### src/sv/mfp_pkg.sv
package mfp_pkg;

  localparam logic [7:0]  HDR_HI          = 8'hFE;
  localparam logic [7:0]  HDR_LO          = 8'hFF;
  localparam logic [31:0] FIXED_PART      = 32'd4;
  localparam logic [15:0] MAX_PAYLOAD_RST = 16'd8192;

  typedef enum logic [2:0] {
    PH_HUNT0,
    PH_HUNT1,
    PH_LEN,
    PH_CMD,
    PH_SENDER,
    PH_PAYLOAD,
    PH_SUM
  } phase_e;

  typedef enum logic [1:0] {
    KIND_PAYLOAD = 2'd0,
    KIND_GOOD    = 2'd1,
    KIND_BAD_SUM = 2'd2,
    KIND_LEN_ERR = 2'd3
  } kind_e;

  typedef struct packed {
    kind_e       kind;
    logic [7:0]  payload_byte;
    logic [15:0] command;
    logic [15:0] sender_id;
    logic        last;
  } result_t;

endpackage

### src/sv/mfp_in_reg.sv
module mfp_in_reg (
  input  logic       clk_i,
  input  logic       rst_ni,
  input  logic       in_valid_i,
  output logic       in_ready_o,
  input  logic [7:0] in_byte_i,
  input  logic       space_i,
  output logic       fire_o,
  output logic [7:0] byte_o
);
  import mfp_pkg::*;

  logic       valid_q;
  logic       valid_d;
  logic [7:0] byte_q;

  // The held byte moves on whenever the result register has room.
  assign fire_o     = valid_q && space_i;
  assign in_ready_o = !valid_q || space_i;
  assign byte_o     = byte_q;

  always_comb begin
    valid_d = valid_q;
    if (in_valid_i && in_ready_o) begin
      valid_d = 1'b1;
    end else if (fire_o) begin
      valid_d = 1'b0;
    end
  end

  always_ff @(posedge clk_i or negedge rst_ni) begin
    if (!rst_ni) begin
      valid_q <= 1'b0;
    end else begin
      valid_q <= valid_d;
    end
  end

  always_ff @(posedge clk_i) begin
    if (in_valid_i && in_ready_o) begin
      byte_q <= in_byte_i;
    end
  end

endmodule

### src/sv/mfp_core.sv
module mfp_core (
  input  logic             clk_i,
  input  logic             rst_ni,
  input  logic             cfg_we_i,
  input  logic [15:0]      cfg_wdata_i,
  input  logic             fire_i,
  input  logic [7:0]       byte_i,
  output logic             res_valid_o,
  output mfp_pkg::result_t res_o
);
  import mfp_pkg::*;

  phase_e      phase_q, phase_d;
  logic [1:0]  fcnt_q, fcnt_d;
  logic [23:0] len_q, len_d;
  logic [15:0] rem_q, rem_d;
  logic [15:0] cmd_q, cmd_d;
  logic [15:0] snd_q, snd_d;
  logic [15:0] sum_q, sum_d;
  logic [7:0]  rx_hi_q, rx_hi_d;
  logic [15:0] max_q;

  logic [31:0] full_len;
  logic [31:0] full_m4;
  logic [16:0] len_limit;
  logic        len_err;
  logic [15:0] rem_dec;
  logic [15:0] rx_sum;

  assign full_len  = {len_q, byte_i};
  assign full_m4   = full_len - FIXED_PART;
  assign len_limit = {1'b0, max_q} + 17'd4;
  // Too short, or payload count beyond the configured maximum.
  assign len_err   = (full_len < FIXED_PART) || (full_len > {15'd0, len_limit});
  assign rem_dec   = (rem_q != 16'd0) ? (rem_q - 16'd1) : rem_q;
  assign rx_sum    = {rx_hi_q, byte_i};

  // Next state and frame registers.
  always_comb begin
    phase_d = phase_q;
    fcnt_d  = fcnt_q;
    len_d   = len_q;
    rem_d   = rem_q;
    cmd_d   = cmd_q;
    snd_d   = snd_q;
    sum_d   = sum_q;
    rx_hi_d = rx_hi_q;
    if (fire_i) begin
      unique case (phase_q)
        PH_HUNT0: begin
          if (byte_i == HDR_HI) begin
            phase_d = PH_HUNT1;
          end
        end
        PH_HUNT1: begin
          if (byte_i == HDR_LO) begin
            phase_d = PH_LEN;
            fcnt_d  = 2'd0;
          end else if (byte_i != HDR_HI) begin
            phase_d = PH_HUNT0;
          end
        end
        PH_LEN: begin
          len_d = full_len[23:0];
          if (fcnt_q != 2'd3) begin
            fcnt_d = fcnt_q + 2'd1;
          end else begin
            fcnt_d = 2'd0;
            if (len_err) begin
              phase_d = PH_HUNT0;
            end else begin
              rem_d   = full_m4[15:0];
              sum_d   = 16'd0;
              phase_d = PH_CMD;
            end
          end
        end
        PH_CMD: begin
          cmd_d = {cmd_q[7:0], byte_i};
          if (fcnt_q == 2'd0) begin
            fcnt_d = 2'd1;
          end else begin
            fcnt_d  = 2'd0;
            phase_d = PH_SENDER;
          end
        end
        PH_SENDER: begin
          snd_d = {snd_q[7:0], byte_i};
          if (fcnt_q == 2'd0) begin
            fcnt_d = 2'd1;
          end else begin
            fcnt_d  = 2'd0;
            phase_d = (rem_q == 16'd0) ? PH_SUM : PH_PAYLOAD;
          end
        end
        PH_PAYLOAD: begin
          sum_d = sum_q + {8'd0, byte_i};
          rem_d = rem_dec;
          if (rem_dec == 16'd0) begin
            phase_d = PH_SUM;
            fcnt_d  = 2'd0;
          end
        end
        PH_SUM: begin
          if (fcnt_q == 2'd0) begin
            rx_hi_d = byte_i;
            fcnt_d  = 2'd1;
          end else begin
            fcnt_d  = 2'd0;
            phase_d = PH_HUNT0;
          end
        end
        default: begin
          phase_d = PH_HUNT0;
          fcnt_d  = 2'd0;
        end
      endcase
    end
  end

  // Result for the byte now leaving the input register.
  always_comb begin
    res_valid_o        = 1'b0;
    res_o.kind         = KIND_PAYLOAD;
    res_o.payload_byte = 8'd0;
    res_o.command      = cmd_q;
    res_o.sender_id    = snd_q;
    res_o.last         = 1'b0;
    unique case (phase_q)
      PH_LEN: begin
        if (fcnt_q == 2'd3 && len_err) begin
          res_valid_o     = fire_i;
          res_o.kind      = KIND_LEN_ERR;
          res_o.command   = 16'd0;
          res_o.sender_id = 16'd0;
          res_o.last      = 1'b1;
        end
      end
      PH_PAYLOAD: begin
        res_valid_o        = fire_i;
        res_o.payload_byte = byte_i;
      end
      PH_SUM: begin
        if (fcnt_q != 2'd0) begin
          res_valid_o = fire_i;
          res_o.kind  = (rx_sum == sum_q) ? KIND_GOOD : KIND_BAD_SUM;
          res_o.last  = 1'b1;
        end
      end
      default: begin
        res_valid_o = 1'b0;
      end
    endcase
  end

  always_ff @(posedge clk_i or negedge rst_ni) begin
    if (!rst_ni) begin
      phase_q <= PH_HUNT0;
      fcnt_q  <= 2'd0;
      len_q   <= 24'd0;
      rem_q   <= 16'd0;
      cmd_q   <= 16'd0;
      snd_q   <= 16'd0;
      sum_q   <= 16'd0;
      rx_hi_q <= 8'd0;
      max_q   <= MAX_PAYLOAD_RST;
    end else begin
      phase_q <= phase_d;
      fcnt_q  <= fcnt_d;
      len_q   <= len_d;
      rem_q   <= rem_d;
      cmd_q   <= cmd_d;
      snd_q   <= snd_d;
      sum_q   <= sum_d;
      rx_hi_q <= rx_hi_d;
      if (cfg_we_i) begin
        max_q <= cfg_wdata_i;
      end
    end
  end

endmodule

### src/sv/mfp_out_reg.sv
module mfp_out_reg (
  input  logic             clk_i,
  input  logic             rst_ni,
  input  logic             load_i,
  input  mfp_pkg::result_t res_i,
  output logic             space_o,
  output logic             out_valid_o,
  input  logic             out_ready_i,
  output mfp_pkg::result_t res_o
);
  import mfp_pkg::*;

  logic    valid_q;
  logic    valid_d;
  result_t res_q;

  assign space_o     = !valid_q || out_ready_i;
  assign out_valid_o = valid_q;
  assign res_o       = res_q;

  always_comb begin
    valid_d = valid_q;
    if (load_i) begin
      valid_d = 1'b1;
    end else if (out_ready_i) begin
      valid_d = 1'b0;
    end
  end

  always_ff @(posedge clk_i or negedge rst_ni) begin
    if (!rst_ni) begin
      valid_q <= 1'b0;
    end else begin
      valid_q <= valid_d;
    end
  end

  always_ff @(posedge clk_i) begin
    if (load_i) begin
      res_q <= res_i;
    end
  end

endmodule

### src/sv/message_frame_parser.sv
// Channel   Direction  Handshake               Payload
// input     in         in_valid_i/in_ready_o   in_byte_i
// result    out        out_valid_o/out_ready_i kind_o payload_byte_o command_o
//                                              sender_id_o last_o
// config    in         cfg_we_i                cfg_wdata_i (max_payload)
//
// One input byte is taken every cycle while the result channel is not stalled.
// A byte transferred in waits in the input register; the frame state logic
// between the input register and the result register then produces its
// result, if any, which is registered when the result register has room.
// Reset is asynchronous and active low; it returns the parser to hunting for a
// header and restores max_payload to 8192.
// A stalled result holds the pipeline; the input register keeps one byte.
module message_frame_parser (
  input  logic        clk_i,
  input  logic        rst_ni,
  input  logic        in_valid_i,
  output logic        in_ready_o,
  input  logic [7:0]  in_byte_i,
  output logic        out_valid_o,
  input  logic        out_ready_i,
  output logic [1:0]  kind_o,
  output logic [7:0]  payload_byte_o,
  output logic [15:0] command_o,
  output logic [15:0] sender_id_o,
  output logic        last_o,
  input  logic        cfg_we_i,
  input  logic [15:0] cfg_wdata_i
);
  import mfp_pkg::*;

  // The byte in the input register is consumed as soon as the result
  // register has room, so bytes stream through without gaps.
  logic       space;
  logic       fire;
  logic [7:0] cur_byte;
  logic       res_valid;
  result_t    res;
  result_t    out_res;

  mfp_in_reg u_in_reg (
    .clk_i      (clk_i),
    .rst_ni     (rst_ni),
    .in_valid_i (in_valid_i),
    .in_ready_o (in_ready_o),
    .in_byte_i  (in_byte_i),
    .space_i    (space),
    .fire_o     (fire),
    .byte_o     (cur_byte)
  );

  // The core holds the frame state and the configured maximum. Bytes that
  // produce no result (header, length unless it is in error, command, sender
  // and the first checksum byte) only update state.
  mfp_core u_core (
    .clk_i       (clk_i),
    .rst_ni      (rst_ni),
    .cfg_we_i    (cfg_we_i),
    .cfg_wdata_i (cfg_wdata_i),
    .fire_i      (fire),
    .byte_i      (cur_byte),
    .res_valid_o (res_valid),
    .res_o       (res)
  );

  mfp_out_reg u_out_reg (
    .clk_i       (clk_i),
    .rst_ni      (rst_ni),
    .load_i      (res_valid),
    .res_i       (res),
    .space_o     (space),
    .out_valid_o (out_valid_o),
    .out_ready_i (out_ready_i),
    .res_o       (out_res)
  );

  assign kind_o         = out_res.kind;
  assign payload_byte_o = out_res.payload_byte;
  assign command_o      = out_res.command;
  assign sender_id_o    = out_res.sender_id;
  assign last_o         = out_res.last;

endmodule

### config.mk
export PLATFORM = sky130hd
export DESIGN_NAME = message_frame_parser
export DESIGN_NICKNAME = d
export VERILOG_FILES = /design/src/sv/mfp_pkg.sv /design/src/sv/mfp_in_reg.sv /design/src/sv/mfp_core.sv /design/src/sv/mfp_out_reg.sv /design/src/sv/message_frame_parser.sv
export SDC_FILE = /design/constraint.sdc
export NUM_CORES = 1
export LEC_CHECK = 0
export BUFFER_PORTS_ARGS = -buffer_cell sky130_fd_sc_hd__buf_4
export CORE_MARGIN = 8
export CORE_UTILIZATION = 49
export CTS_CLUSTER_SIZE = 12
export DETAILED_ROUTE_END_ITERATION = 12
export HOLD_SLACK_MARGIN = 0.03
export PLACE_DENSITY = 0.79
export RECOVER_POWER = 100
export SYNTH_ARGS = -nofsm -noshare
export SYNTH_HDL_FRONTEND = slang
export SYNTH_SLANG_ARGS = --single-unit
### constraint.sdc
create_clock -name clk_i -period 7.6 [get_ports clk_i]
set_input_delay 0.38 -clock clk_i [delete_from_list [all_inputs] [get_ports clk_i]]
set_output_delay 0.38 -clock clk_i [all_outputs]
set_load 0.005 [all_outputs]
* Word level (Yosys, flattened, before mapping) *
Index checks and enable logic that the tools add are counted.

cells by class
  add/sub/neg operators = 5
  magnitude comparators = 2
  bitwise operators = 1
  multiplexer cells = 38
  equality and inequality tests = 21
  reduce and logical (&&, ||, !) cells = 25

operator list
  cell                   count
  $mux 16                5
  $pmux 16 s2            2
  $mux 33                1
  $gt 32x17->1           1
  $logic_not 16->1       2
  $lt 32x3->1 const B    1
  $mux 32                1
  $mux 3                 8
  $pmux 3 s7             1
  $add 16x3->17 const B  1
  $add 16x8->16          1
  $eq 16x16->1           1
  $eq 8x8->1 const B     2
  $mux 2                 8
  $reduce_bool 16->1     1
  $sub 16x1->16 const B  1
  $sub 16x3->16 const B  1
  $ne 2x2->1 const B     6
  $pmux 2 s5             1
  $eq 3x3->1 const B     3
  $mux 1                 8
  $ne 8x8->1 const B     1
  $reduce_and 4->1       2
  $reduce_and 8->1       1
  other kinds (19)       32

storage, ports and cells
  register bits after elaboration = 170
  logic and storage cells = 109

* Logic depth before layout (Yosys ltp) *
Gate-level depths: netlist (run 1).

  depth in word-level cells = 7
  depth in mapped cells = 16
  gate-level depth less buffers = 13

* Cells and area by module *
Synthesis (run 1) repeated with hierarchy kept, for this count alone.

unflattened totals
  cells, all modules = 737
  area total of the unflattened synthesis = 8526.9 um2

by module, submodules not included
  module       sequential area each (um2)  cells each  area each (um2)  times used
  mfp_core     2929.1                      678         6887.9           1
  mfp_out_reg  1316.3                      46          1338.8           1
  mfp_in_reg   265.3                       13          300.3            1

* Least setup slack after synthesis (run 1) *
OpenSTA, ideal clock, no wires.

  kind = reg-to-reg
  start = reg u_core.max_q[2]
  end = reg u_out_reg.res_q, in the netlist u_out_reg.res_o[0] (enable)
  path slack = 2301 ps
  stages on the path, launching flop included = 14
  arrival time = 4830 ps
  period minus slack after synthesis = 5299 ps
  path through = dfrtp_1 ha_1 and3_1 clkbuf_1 nand3_1 xor2_1 ha_1 nand4_1 or3_1 a21oi_1 o31a_1 o211ai_1 clkbuf_1 a31oi_1

between the ends
  longest elaborated chain between the ends = 6

ends and longest elaborated chain
  element                   line                        text
  start: declaration        mfp_core.sv:21              logic [15:0] max_q;
  start signal: assignment  mfp_core.sv:177             max_q <= cfg_wdata_i;
  $add 16x3->17             mfp_core.sv:32              assign len_limit = {1'b0, max_q} + 17'd4;
  $gt 32x17->1              mfp_core.sv:34              assign len_err = (full_len < FIXED_PART) || (full_len > {15'd0, len_limit});
  $logic_or 1x1->1          mfp_core.sv:34
  $logic_and 1x1->1         mfp_core.sv:131             if (fcnt_q == 2'd3 && len_err) begin
  $mux 1                    mfp_core.sv:131
  $pmux 1 s3                mfp_core.sv:129             unique case (phase_q)
  net res_valid             message_frame_parser.sv:37  logic res_valid;
  end signal: assignment    mfp_out_reg.sv:40           res_q <= res_i;
  end: declaration          mfp_out_reg.sv:15           result_t res_q;

The timed path passes the listed nets, and every way through them passes these cells.
A chain may end at the register's enable or synchronous reset.

* Final worst setup path (run 1) *
  start = reg u_core.max_q[2]
  end = reg u_core.rem_q[13]

between the ends
  longest elaborated chain between the ends = 5

ends and longest elaborated chain
  element                            line             text
  $add 16x3->17                      mfp_core.sv:32
  $gt 32x17->1                       mfp_core.sv:34
  $logic_or 1x1->1                   mfp_core.sv:34
  $ne 2x2->1 (no source line)        -
  $reduce_and 4->1 (no source line)  -
  end signal: assignment             mfp_core.sv:171  rem_q <= rem_d;
  end: declaration                   mfp_core.sv:16   logic [15:0] rem_q, rem_d;

No other way between the ends.

==> impl_results.md, run 1 <==
* Critical Path Fanout Max at 38
* Routing usage on met1 at 0.241
* Top cell type's share of synthesized area at 0.332
* Fillers at between 1000 and 1500
* Via-to-Cell Ratio at around 6
* Synth Instances at 825
* Worst-margin pin slew at about 2.4 ns
* WL final at 20.5 mm
* Routability cong. at 0.917
* Switch share at 0.315
* M2 GR Usage at 0.297
* Sw Pwr at around 800 µW
* Initial antenna violation count at 0
* GRT Util Overall at 0.186
* Final ANT Viol Nets at 0
* Core area at approximately 18000 µm²
* CTS clk-pin slew, worst paths at 0.07 ns
* Worst EP arrival at around 5.3 ns
* Power per Cell Area at about 250 nW/µm²
* Clock tree buffer depth at 2
* Site Rows at slightly below 50
* Final setup violation count at 0
* Largest family of logic cells by synthesized area: simple AND/OR/NAND/NOR gates
* CP top delay family: simple AND/OR/NAND/NOR gates
* Multi-input gate area in the final layout at about 4000 µm²
* Worst hold slack at approximately 0.14 ns
* Yosys reg bits at 170
* Global-route layer with the greatest usage: met2
* Simple logic cell fraction of the synthesized area at 0.191
* CP Class: flop to flop
* Critical path, cell by cell: ha_1, and3_1, nand3_1, xor2_1, ha_1, nand4_1, or3_1, a21oi_1, o31a_1, or3_1, clkbuf_1, and2_0, o22ai_1
* Met3 usage at 0.0487
* Ys async rst share at 0.700
* P_int at 1750 µW
* Main flop type after synthesis: dfrtp_1
* CP Capture Type: flop
* I/O Pins at 74
* Area Overhead vs Synth at 13.8%
* # Max-Cap Violations at 4
* Status: finished with violations
* Nets at between 900 and 1000
* Req. time, crit path at about 8 ns
* CTS root buf: clkbuf_16
* Max-slew violations at approximately 200
* Avg WL per Cell at between 15 and 20 µm
* Clock Skew at approximately 0.0080 ns
* Synthesized area at 8900 µm²
* Clock latency on the worst-skew pair at ~0.43 ns
* RSZ-0062 raised after global routing: no
* Post-Synthesis Net Count at a little under 900
* Sequential cell area at 4510 µm²
* EDFF count, synth at 51
* Full die area at roughly 23000 µm²
* Fmax at around 200 MHz
* Residual DRC at 0
* Final hold vios at 0
* First-pass GRT wire length at approximately 33 mm
* Initial drt markers at ~560
* Sequential share of the synthesized area at 0.507
* Peak supply drop at a little over 200 µV
* Die Ht at around 150 µm
* CP startpoint kind: flop
* Setup TNS after final layout at 0 ns
* Cell type with the largest total area after synthesis: dfrtp_1
* Clock Power Share at 0.348
* Initial Util at 0.497
* Vias at 6577
* Synthesized-area fraction occupied by adder cells at 0.0458
* Port bufs at between 70 and 80
* Rel. slew slack at -0.599
* Count leader, synth: dfrtp_1
* Final Cycle Share at 0.665
* Ranking of synthesized cells by area: dfrtp_1, edfxtp_1, mux2_2
* Sequential Power Share at 0.445
* Worst hold path type: input port to flop
* Leakage at ~0.0046 µW
* Clock sink count at 170
* CP peak stage delay at approximately 1.2 ns
* Largest net degree at the start of global routing at 75
* Share of cells above drive strength 1 at 0.190
* Synth Area in XOR/XNOR at 0.0354
* H-tree levels at 4
* Total clock buffers created by CTS at 17
* Die Wd at between 150 and 200 µm
* Mux cell area share after synthesis at 0.0773
* Combinational cell fraction of total power at 0.207
* Top cells by count, synth: dfrtp_1, nand2_1, mux2_2
* GRT overflow at 0
* Distinct cells, synth at 74
* Mapped Avg Cell Area at about 11 µm²
* Tmin final at just over 5 ns
* Detailed placement HPWL at between 10 and 15 mm
* Synth warn at 0
* Post_cts resized at 0
* Number of global-route vias before repair at approximately 6400
* Critical path's slowest cell: clkbuf_1
* Diode count at 0
* Failing checks: capacitance limit, slew limit
* WP buf/inv at 1
* Synth Area in Compound Gates at 0.110
* Drt pass-1 iters at 5
* CTS tree: yes
## through the flow
| step | setup slack (ns) | utilization | instance area (µm²) | cells | power, µW |
|---|---|---|---|---|---|
| finish | 2.55 | 0.566 | 10100 | 1128 | 2550 |
| global placement | 3.70 | 0.536 | 9600 | 1095 | 1660 |
| CTS | 3.58 | 0.571 | 10200 | 1128 | 2570 |
| global route | 2.12 | 0.566 | 10100 | 1128 | 2670 |
| detailed placement | 3.62 | 0.536 | 9600 | 1095 | 1680 |
| floorplan | 2.30 | - | 8900 | 825 | 1560 |
## repair_timing
action / in CTS / in global routing
endpoints found under the hold margin: 44 / 0
hold buffers: 1 / 0
buffers inserted: 0 / 0
## cell type report
type | count | share of cell area
clock buffers | 17 | 0.0420
clock inverters | 15 | 0.0177
inverters | 18 | 0.00667
multi-input cells | 595 | 0.402
flip-flops and latches | 170 | 0.445
well taps | 229 | 0.0283
repair buffers | 84 | 0.0578
## path summary, 6_finish.rpt
check                                        startpoint                      endpoint  slack [ns]  cells after the start
min reg2reg                u_core.len_q[16]$_DFFE_PN0P_  u_core.len_q[16]$_DFFE_PN0P_        0.48                      2
min in group asynchronous                        rst_ni   u_core.sum_q[5]$_DFFE_PN0P_        1.22                      2
max in group asynchronous                        rst_ni  u_core.rem_q[12]$_DFFE_PN0P_        3.52                      3
max                         u_core.max_q[2]$_DFFE_PN0P_  u_core.rem_q[13]$_DFFE_PN0P_        2.55                     13
min                                        in_byte_i[4]  u_in_reg.byte_o[4]$_DFFE_PP_        0.14                      1
max reg2reg                 u_core.max_q[2]$_DFFE_PN0P_  u_core.rem_q[13]$_DFFE_PN0P_        2.55                     13
## cells in the final DEF, fill, tap and decap left out, types with 8 or more instances in the layout
master,count
dfrtp_1,118
nand2_1,113
mux2_2,53
edfxtp_1,51
clkbuf_4,45
nor2_1,42
ha_1,31
nand3_1,29
a21oi_1,29
o21ai_0,25
buf_4,25
and2_0,22
and2_1,21
xor2_1,20
nand4_1,19
inv_1,18
clkbuf_16,17
xnor2_1,16
nor3_1,12
clkbuf_1,12
and3_1,11
nor4_1,10
o31ai_1,10
nor2b_1,9
a31oi_1,8
mux2i_1,8
## layer usage
layer	vias to the layer above	part of all wire
met5	-	0
met4	0	0.023
met3	38	0.069
met2	206	0.47
met1	3217	0.43
li1	3116	-
## cell families after synthesis
group / Yosys count
buffers and inverters: 60
xor gates and xnor gates: 36
AOI/OAI and AO/OA: 139
muxes: 62
adders and majority gates: 32
DFF: 170
and+or+nand+nor: 326
## power groups by stage
stage	logic [µW]	registers, µW	clock network (µW)
4_1_cts	535	1130	899
3_3_place_gp	516	1150	0
6_report	529	1130	887
3_5_place_dp	530	1150	0
2_1_floorplan	458	1100	0
5_1_grt	588	1150	935
## sequential cells by signal, summed over array words and instances (netlist names)
register,flops
u_out_reg.out_valid_o,1
u_core.rx_hi_q,8
u_core.snd_q,16
u_core.sum_q,16
u_in_reg.byte_o,8
u_core.fcnt_q,2
u_core.rem_q,16
u_core.max_q,16
u_out_reg.res_o,43
u_core.phase_q,3
u_in_reg.valid_q,1
u_core.cmd_q,16
u_core.len_q,24
Note: power is estimated with default switching activity, not from simulation.
==> run 2: changes to the inputs <==
==> constraint.sdc (replaced) <==
create_clock -name clk_i -period 5.2 [get_ports clk_i]
set_input_delay 0.26 -clock clk_i [delete_from_list [all_inputs] [get_ports clk_i]]
set_output_delay 0.26 -clock clk_i [all_outputs]
set_load 0.005 [all_outputs]
==> impl_results.md, run 2 (synthesis results as in run 1) <==
* Clock latency on the worst-skew pair at around 0.44 ns
* Drt pass-1 iters at 5
* Share of cells above drive strength 1 at 0.190
* Final ANT Viol Nets at 0
* # Max-Cap Violations at 2
* Number of global-route vias before repair at 6559
* Final hold vios at 0
* Peak supply drop at 286 µV
* Port bufs at 73
* Final Non-Filler Cells at 1138
* Max-slew violations at between 90 and 100
* Worst EP arrival at around 4.8 ns
* Vias at between 6000 and 7000
* CP Capture Type: flop
* Routability cong. at 0.912
* Failing checks: capacitance limit, slew limit
* Max reg flops at 43
* Total clock buffers created by CTS at 17
* CP peak stage delay at between 0.7 and 0.8 ns
* First-pass GRT wire length at 34.4 mm
* GRT overflow at 0
* RSZ-0062 raised after global routing: no
* CTS root buf: clkbuf_16
* Fmax at 227 MHz
* Via-to-Cell Ratio at between 5 and 6
* Status: finished with violations
* H-tree levels at 4
* Worst hold path type: input port to flop
* Clock tree buffer depth at 2
* GRT Util Overall at 0.192
* Initial drt markers at ~620
* Critical path, cell by cell: ha_1, and3_1, nand3_1, xor2_1, ha_1, nand4_1, or3_1, a21oi_1, o31a_1, or3_1, clkbuf_1, or4b_1, nand2_1
* Critical path's slowest cell: clkbuf_1
* Full die area at approximately 23000 µm²
* Die Wd at 151 µm
* I/O Pins at 74
* Post-CTS setup buffers at 0
* Final Cycle Share at 0.848
* Nets at 957
* Detailed placement HPWL at around 14 mm
* Largest net degree at the start of global routing at just under 70
* Number of instances in the placed design at roughly 1100
* Leakage at between 0.004 and 0.005 µW
* Req. time, crit path at ~5.6 ns
* Critical Path Fanout Max at 24
* Clock Skew at around 0.013 ns
* CTS clk-pin slew, worst paths at about 0.070 ns
* Clock sink count at between 150 and 200
* Diode count at 0
* CTS tree: yes
* Power Total at around 3700 µW
* Final setup violation count at 0
* Tmin final at ~4.4 ns
* Residual DRC at 0
* Initial Util at 0.497
* Worst-margin pin slew at 2.76 ns
* Power per Cell Area at about 360 nW/µm²
* WL final at 21.1 mm
* Leading cell type in the layout, fill and taps excluded: dfrtp_1
* Site Rows at 49
* Area Overhead vs Synth at 14.6%
* Avg WL per Cell at ~19 µm
* CP startpoint kind: flop
* Setup TNS after final layout at 0 ns
* CP Class: flop to flop
* Rel. slew slack at -0.838
* Core area at roughly 18000 µm²
* Initial antenna violation count at 0
* Most frequent cells in the layout: dfrtp_1, nand2_1, mux2_2
* Die Ht at approximately 150 µm
-- run 2: cell types whose count changed in the layout (fill, tap and decap cells not counted), sizes merged --
cell and delta:
dlygate4sd3 +8, clkinvlp +1, buf +3, inv -2, clkbuf +1, bufinv -1
-- run 2: critical path: cells and delay by family (launching register included) --
kind	cells	cell delay, ns
AND/OR/NAND/NOR	7	2.04
XOR/XNOR	1	0.16
adder cells (fa/ha/maj)	2	0.56
AO/OA/AOI/OAI	2	0.37
flip-flops	1	0.43
buffers and inverters	1	0.79
-- run 2: worst paths after layout --
| check | from | end | slack (ns) | cells past startpoint |
|---|---|---|---|---|
| max | u_core.max_q[2]$_DFFE_PN0P_ | u_core.sum_q[9]$_DFFE_PN0P_ | 0.79 | 13 |
| min | cfg_wdata_i[0] | u_core.max_q[0]$_DFFE_PN0P_ | 0.06 | 2 |
| max reg2reg | u_core.max_q[2]$_DFFE_PN0P_ | u_core.sum_q[9]$_DFFE_PN0P_ | 0.79 | 13 |
| min reg2reg | u_core.len_q[22]$_DFFE_PN0P_ | u_core.len_q[22]$_DFFE_PN0P_ | 0.48 | 2 |
| max in group asynchronous | rst_ni | u_core.cmd_q[4]$_DFFE_PN0P_ | 1.89 | 3 |
| min in group asynchronous | rst_ni | u_core.max_q[14]$_DFFE_PN0P_ | 1.26 | 2 |
-- run 2: where the power goes --
part	total (µW)	leakage (µW)	switching, µW	internal, µW
clock	1230	0.000272	553	673
combinational	785	0.00219	449	336
sequential	1660	0.00216	165	1500
total	3670	0.00463	1170	2510
-- run 2: area by class of cell --
| cell class | count | area [µm²] |
|---|---|---|
| fill | 1505 | 7700 |
| sequential | 170 | 4510 |
| multi-input combinational | 595 | 4090 |
| timing repair buffer | 94 | 679 |
| clock buffer | 19 | 433 |
| tap | 229 | 287 |
| clock inverter | 13 | 138 |
| inverter | 18 | 67.6 |
-- run 2: timing repair --
item	4_1_cts	5_1_grt
endpoints found under the hold margin	58	0
resized for setup	0	0
hold buffers	9	0
-- run 2: routing by layer --
| layer | global-route usage | wire length [µm] |
|---|---|---|
| met4 | 0.0614 | 380 |
| met5 | 0 | 0 |
| met2 | 0.298 | 9910 |
| met3 | 0.0463 | 1490 |
| met1 | 0.261 | 9280 |
-- run 2: stage by stage --
step           worst slack, ns  hold slack [ns]  cell area, µm²  utilization
2_1_floorplan            0.841          -0.0356            8910            -
3_3_place_gp              1.24            0.325            9610        0.537
3_5_place_dp              1.10            0.331            9610        0.537
4_1_cts                   1.09           0.0438           10300        0.574
5_1_grt                  0.503           0.0457           10200        0.570
6_report                 0.791           0.0583           10200        0.570
==> run 3: changes to the inputs <==
==> constraint.sdc (replaced) <==
create_clock -name clk_i -period 4.3 [get_ports clk_i]
set_input_delay 0.215 -clock clk_i [delete_from_list [all_inputs] [get_ports clk_i]]
set_output_delay 0.215 -clock clk_i [all_outputs]
set_load 0.005 [all_outputs]
==> impl_results.md, run 3 (synthesis results as in run 1) <==
* # Max-Cap Violations at 3
* WP buf/inv at 1
* RR Startpoint: u_core.max_q[2]$_DFFE_PN0P_
* Share of cells above drive strength 1 at 0.192
* Hold Crit Depth at 3
* Avg WL per Cell at 18.5 µm
* Initial Util at 0.497
* Setup TNS after final layout at 0 ns
* Final setup violation count at 0
* Clock latency on the worst-skew pair at 0.44 ns
* RSZ-0062 raised after global routing: no
* CP startpoint kind: flop
* Residual DRC at 0
* Leakage at 0.00472 µW
* Routability cong. at around 0.85
* Most frequent CP cell: ha_1
* R2r worst-path depth at 13
* Most frequent cells in the layout: dfrtp_1, nand2_1, mux2_2
* H-tree levels at 4
* Power per Cell Area at 433 nW/µm²
* I/O Pins at 74
* WL final at 21.4 mm
* Reg-to-Reg End: u_core.sum_q[12]$_DFFE_PN0P_
* Clock Skew at approximately 0.011 ns
* CTS clk-pin slew, worst paths at roughly 0.070 ns
* Tmin final at about 3.9 ns
* Fillers at 1462
* Peak supply drop at 312 µV
* Clock tree buffer depth at 2
* Final hold vios at 0
* CTS root buf: clkbuf_16
* Port bufs at 73
* Crit path depth at 13
* CP Capture Type: flop
* Initial drt markers at between 400 and 500
* Via-to-Cell Ratio at roughly 5.9
* R2R Setup Slk at slightly above 0.4 ns
* Critical path's slowest cell: dfrtp_1
* Max-slew violations at between 100 and 150
* Max reg flops at 43
* Largest net degree at the start of global routing at 53
* Final ANT Viol Nets at 0
* Full die area at ~23000 µm²
* CP Class: flop to flop
* Critical Path Fanout Max at 24
* Detailed placement HPWL at 14.8 mm
* Clock sink count at 170
* Final worst slack at 0.403 ns
* Drt pass-1 iters at 6
* Failing checks: capacitance limit, slew limit
* Nets at 980
* CP top delay family: compound AO/OA/AOI/OAI gates
* Initial antenna violation count at 0
* Total clock buffers created by CTS at 17
* CTS tree: yes
* GRT overflow at 0
* Status: finished with violations
* Die Ht at between 150 and 200 µm
* First-pass GRT wire length at around 35 mm
* Final Cycle Share at 0.906
* Fmax at between 200 and 300 MHz
* Die Wd at approximately 150 µm
* CP peak stage delay at 0.45 ns
* Vias at 6804
* Hold_sp: out_ready_i
* GRT Util Overall at 0.193
* Rel. slew slack at -0.247
* Number of global-route vias before repair at between 6000 and 7000
* Core area at approximately 18000 µm²
* WHS Endpoint: u_out_reg.out_valid_o$_DFFE_PN0P_
* Diode count at 0
* Post-Place Worst Slack at between 0.5 and 0.6 ns
* Critical path, cell by cell: ha_1, and3_1, nand3_1, xor2_1, ha_1, a21oi_1, a21boi_0, a2111o_1, o31a_1, or3_1, clkbuf_2, a211oi_1, mux2i_1
* Site Rows at 49
* Area Overhead vs Synth at 17.3%
* Req. time, crit path at 4.65 ns
* Leading cell type in the layout, fill and taps excluded: dfrtp_1
* Worst hold path type: input port to flop
* Worst EP arrival at about 4.3 ns
* Worst-margin pin slew at roughly 1.9 ns
[run 3: changes by cell type in the layout (fill, tap and decap cells not counted), sizes merged]
| cell | previous run | this run |
|---|---|---|
| buf | 28 | 26 |
| clkinvlp | 2 | 4 |
| dlygate4sd3 | 9 | 26 |
| clkbuf | 76 | 83 |
| inv | 24 | 23 |
[run 3: through the flow]
stage	std cells	utilization	instance area [µm²]	hold slack, ns	power (µW)
CTS	1161	0.588	10500	0.112	4540
finish	1161	0.583	10400	0.126	4520
global placement	1103	0.540	9670	0.179	2990
floorplan	825	-	8920	-0.0806	2750
detailed placement	1103	0.540	9670	0.180	3010
global route	1161	0.583	10400	0.117	4730
[run 3: report_power, final]
group | total (µW) | internal (µW) | switching, µW | leakage, µW
clock network | 1510 | 820 | 690 | 0.000274
logic | 1010 | 441 | 567 | 0.00229
registers | 2010 | 1810 | 197 | 0.00216
total | 4520 | 3070 | 1450 | 0.00472
[run 3: metal layers]
metal / track usage / part of all wire
met1: 0.252 / 0.43
met5: 0 / 0
met4: 0.0643 / 0.017
met2: 0.315 / 0.47
met3: 0.0415 / 0.080
[run 3: worst max-delay path by stage]
stage / startpoint / endpoint / slack (ns)
after floorplan: u_core.max_q[2]$_DFFE_PN0P_ / u_out_reg.res_o[0]$_DFFE_PP_ / 0.40
after global placement: u_core.max_q[2]$_DFFE_PN0P_ / u_core.sum_q[5]$_DFFE_PN0P_ / 0.63
after detailed placement: u_core.max_q[2]$_DFFE_PN0P_ / u_core.sum_q[5]$_DFFE_PN0P_ / 0.52
after CTS: u_core.max_q[2]$_DFFE_PN0P_ / u_core.sum_q[5]$_DFFE_PN0P_ / 0.47
after global routing: u_core.max_q[2]$_DFFE_PN0P_ / u_out_reg.res_o[42]$_DFFE_PP_ / 0.18
final: u_core.max_q[2]$_DFFE_PN0P_ / u_core.sum_q[12]$_DFFE_PN0P_ / 0.40
[run 3: final cells by class]
cell class | count | area, µm² | area share
sequential | 170 | 4510 | 0.432
clock inverter | 14 | 158 | 0.0151
tap | 229 | 287 | 0.0274
inverter | 18 | 67.6 | 0.00647
timing repair buffer | 117 | 892 | 0.0854
multi-input combinational | 595 | 4100 | 0.393
clock buffer | 18 | 429 | 0.0411
[run 3: what timing repair did]
item,CTS,global route
hold buffers,26,0
resized for setup,0,0
buffers inserted,0,0
endpoints found under the hold margin,55,0
[run 3: worst min-delay path: stages]
cell and delay [ns]:
buf_4 0.08, nor2b_1 0.08, a21o_1 0.16
